`src/hdl/lesf_ram.sv`:
```
// Generic single-port-write, single-port-read RAM with registered read data.
module lesf_ram #(
    parameter int WIDTH = 8,
    parameter int DEPTH = 16
) (
    input  logic                     clk,
    input  logic                     wr_en,
    input  logic [$clog2(DEPTH)-1:0] wr_addr,
    input  logic [WIDTH-1:0]         wr_data,
    input  logic                     rd_en,
    input  logic [$clog2(DEPTH)-1:0] rd_addr,
    output logic [WIDTH-1:0]         rd_data
);

    logic [WIDTH-1:0] mem [DEPTH];

    always_ff @(posedge clk)
    begin
        if (wr_en)
        begin
            mem[wr_addr] <= wr_data;
        end
        if (rd_en)
        begin
            rd_data <= mem[rd_addr];
        end
    end

endmodule

```
`config.mk`:
```
export PLATFORM = sky130hd
export DESIGN_NAME = lesf_ram
export DESIGN_NICKNAME = d
export VERILOG_FILES = /design/src/hdl/lesf_ram.sv
export SDC_FILE = /design/constraint.sdc
export NUM_CORES = 1
export LEC_CHECK = 0
export CAP_MARGIN = 30
export CORE_MARGIN = 2
export CORE_UTILIZATION = 67
export DETAILED_ROUTE_END_ITERATION = 10
export DONT_BUFFER_PORTS = 1
export PLACE_DENSITY = 0.87
export SLEW_MARGIN = 20
export SYNTH_ARGS = -nofsm -noshare
export SYNTH_HDL_FRONTEND = slang
export SYNTH_SLANG_ARGS = --single-unit
```
`constraint.sdc`:
```
create_clock -name clk -period 4.15 [get_ports clk]
set_clock_uncertainty 0.15 [all_clocks]
set_input_delay 0.2075 -clock clk [delete_from_list [all_inputs] [get_ports clk]]
set_output_delay 0.2075 -clock clk [all_outputs]
set_load 0.005 [all_outputs]
```
==> flow_metrics.env <==
export IMPL_cts_resized=0
export IMPL_drive_above_1_share=0.203
export IMPL_cts_tree="built"
export IMPL_layout_min_cycle_time_ns=2.60
export IMPL_stdcell_count=378
export IMPL_worst_pin_slew_ns=0.976
export IMPL_viasPerCell=6.73
export IMPL_fin_ws_ns=1.55
export IMPL_row_count=32
export IMPL_hold_class="input port to register"
export IMPL_fin_util=0.800
export IMPL_worstSetupStartpointType="register"
export IMPL_clk_latency_ns=0.52
export IMPL_seq_area_mm2=0.00408
export IMPL_synth_nets=248
export IMPL_wl_met2_um=5990
export IMPL_dp_hpwl_um=5640
export IMPL_io_buffers=0
export IMPL_wl_per_cell_um=29.3
export IMPL_cap_violations=0
export IMPL_powerDensity_mw_per_mm2=519
export IMPL_multiInputGateArea_mm2=0.00106
export IMPL_io_pins=27
export IMPL_numCtsBuffers=17
export IMPL_grt_pass1_vias=2574
export IMPL_clockRootBuffer="clkbuf_8"
export IMPL_hold_depth=3
export IMPL_worstReg2RegStart="mem[15][5]"
export IMPL_dp_slack_ns=1.97
export IMPL_finalInstanceArea_mm2=0.00611
export IMPL_place_congestion=0.817
export IMPL_critPathMaxStageDelay_ns=0.59
export IMPL_first_iter_violations=377
export IMPL_synth_cell_type_count=18
export IMPL_worstHoldStart="rd_addr[1]"
export IMPL_wl_met3_um=1020
export IMPL_clk_pin_slew_ns=0.06
export IMPL_ys_seq_elements=136
export IMPL_syn_area_mm2=0.00523
export IMPL_area_growth_syn_to_layout_pct=17.0
export IMPL_cp_max_fo=1
export IMPL_end_kind="register"
export IMPL_met1_length_um=3910
export IMPL_ff2ff_path_depth=5
export IMPL_dr_pass1_iters=5
export IMPL_coreArea_mm2=0.00765
export IMPL_gr_usage_all_layers=0.289
export IMPL_max_freq_ghz=0.385
export IMPL_rsz0062_at_grt="false"
export IMPL_hold_violations=0
export IMPL_finalMaxSlewViolations=0
export IMPL_cts_max_path_buffers=2
export IMPL_synth_warnings=0
export IMPL_layout_common_cells="edfxtp_1, dlygate4sd3_1, mux4_2"
export IMPL_dr_total_vias=2545
export IMPL_htree_levels=4
export IMPL_cp_arrival_ns=2.71
export IMPL_num_fill_cells=340
export IMPL_ir_worst_vdd_v=0.000399
export IMPL_max_slew_margin=0.347
export IMPL_die_x_um=92.3
export IMPL_die_area_mm2=0.00852
export IMPL_drt_total_wl_um=11100
export IMPL_final_antenna_net_count=0
export IMPL_finalCritPeriodShare=0.626
export IMPL_crit_chain="mux4_2, dlygate4sd3_1, a22oi_1, dlygate4sd3_1, nand2_1"
export IMPL_final_common_cell="edfxtp_1"
export IMPL_place_inst=324
export IMPL_r2r_end="rd_data[5]"
export IMPL_grt_pass1_wl_um=16400
export IMPL_seq_area_frac_synth=0.781
export IMPL_drc=0
export IMPL_dpl_cell_area_mm2=0.00529
export IMPL_numClockSinks=136
export IMPL_insertedDiodeCount=0
export IMPL_slowest_stage="dlygate4sd3_1"
export IMPL_tns_ns=0
export IMPL_syn_area_per_cell_um2=22.8
export IMPL_grt_start_max_net_pins=27
export IMPL_overflow=0
export IMPL_total_power_mw=3.17
export IMPL_status="finished clean"
export IMPL_rrSetupSlack_ns=1.55
export IMPL_syn_instance_count=229
export IMPL_grt_antenna_before_repair=0
export IMPL_worst_endpoint_required_ns=4.26
export IMPL_die_h_um=92.3
export IMPL_holdPathEnd="rd_data[7]"
export IMPL_crit_type="register to register"
export IMPL_start_util=0.684
export IMPL_hold_ws_ns=0.00794
export IMPL_leakage_nw=2.00
export IMPL_highest_layer="met4"
export IMPL_crit_top_cell="dlygate4sd3_1"
export IMPL_final_nets=282
export IMPL_finalSetupViolCount=0
-- registers in the layout, summed over array words and instances (netlist names) --
signal	cells
mem	128
rd_data	8
-- worst max-delay path, delay by kind of cell (launching register included) --
family	cells	cell delay (ns)
buffers and inverters	2	1.16
DFF	1	0.37
and+or+nand+nor	1	0.06
AOI/OAI and AO/OA	1	0.15
muxes	1	0.46
-- kinds of logic (layout without fill, tap and decap cells) --
family | Yosys count | count (layout) | share of synthesized area
flip-flops | 136 | 136 | 0.781
AO/OA/AOI/OAI | 16 | 16 | 0.0230
multiplexers | 32 | 32 | 0.148
buffers and inverters | 10 | 57 | 0.0165
AND/OR/NAND/NOR | 35 | 35 | 0.0314
-- layer usage --
metal | vias up | GRT usage
met5 | - | 0
met4 | 0 | 0.0958
met3 | 12 | 0.0675
met2 | 171 | 0.485
met1 | 1309 | 0.384
li1 | 1053 | -
-- cell usage after synthesis --
library cell,number,area share
and2b_1,1,0.0014
buf_2,3,0.0029
buf_6,3,0.0065
buf_4,1,0.0014
nor2_1,13,0.0093
or3b_2,1,0.0017
mux4_1,14,0.070
edfxtp_1,136,0.78
nor3_1,4,0.0038
nand3b_1,2,0.0029
nor2b_1,1,0.0012
nand2_1,9,0.0065
and2_1,1,0.0012
clkdlybuf4s25_2,3,0.0057
mux4_2,18,0.078
a22oi_1,16,0.023
nand3_1,1,0.00096
nand2b_1,2,0.0024
-- repair_timing --
item / CTS / global route
setup buffers: 0 / 0
hold buffers: 17 / 4
endpoints found under the hold margin: 176 / 10
-- where the power goes --
part           internal (mW)  switching (mW)
Clock                  0.916           0.568
Combinational         0.0584          0.0699
Sequential              1.55          0.0107
-- cell type report --
type | count | share of cell area
clock buffer | 17 | 0.0677
clock inverter | 15 | 0.0293
multi-input combinational | 83 | 0.174
sequential | 136 | 0.668
tap | 102 | 0.0209
timing repair buffer | 25 | 0.0405
-- worst max-delay path by stage --
stage                     cells after the start          to       start
after floorplan                               2   mem[0][0]  wr_addr[2]
after global placement                        2   mem[0][4]  wr_addr[2]
after detailed placement                      2   mem[0][2]  wr_addr[2]
after CTS                                     5  rd_data[5]  mem[15][5]
after global routing                          5  rd_data[5]  mem[15][5]
final                                         5  rd_data[5]  mem[15][5]
(Power assumes the default switching activity.)
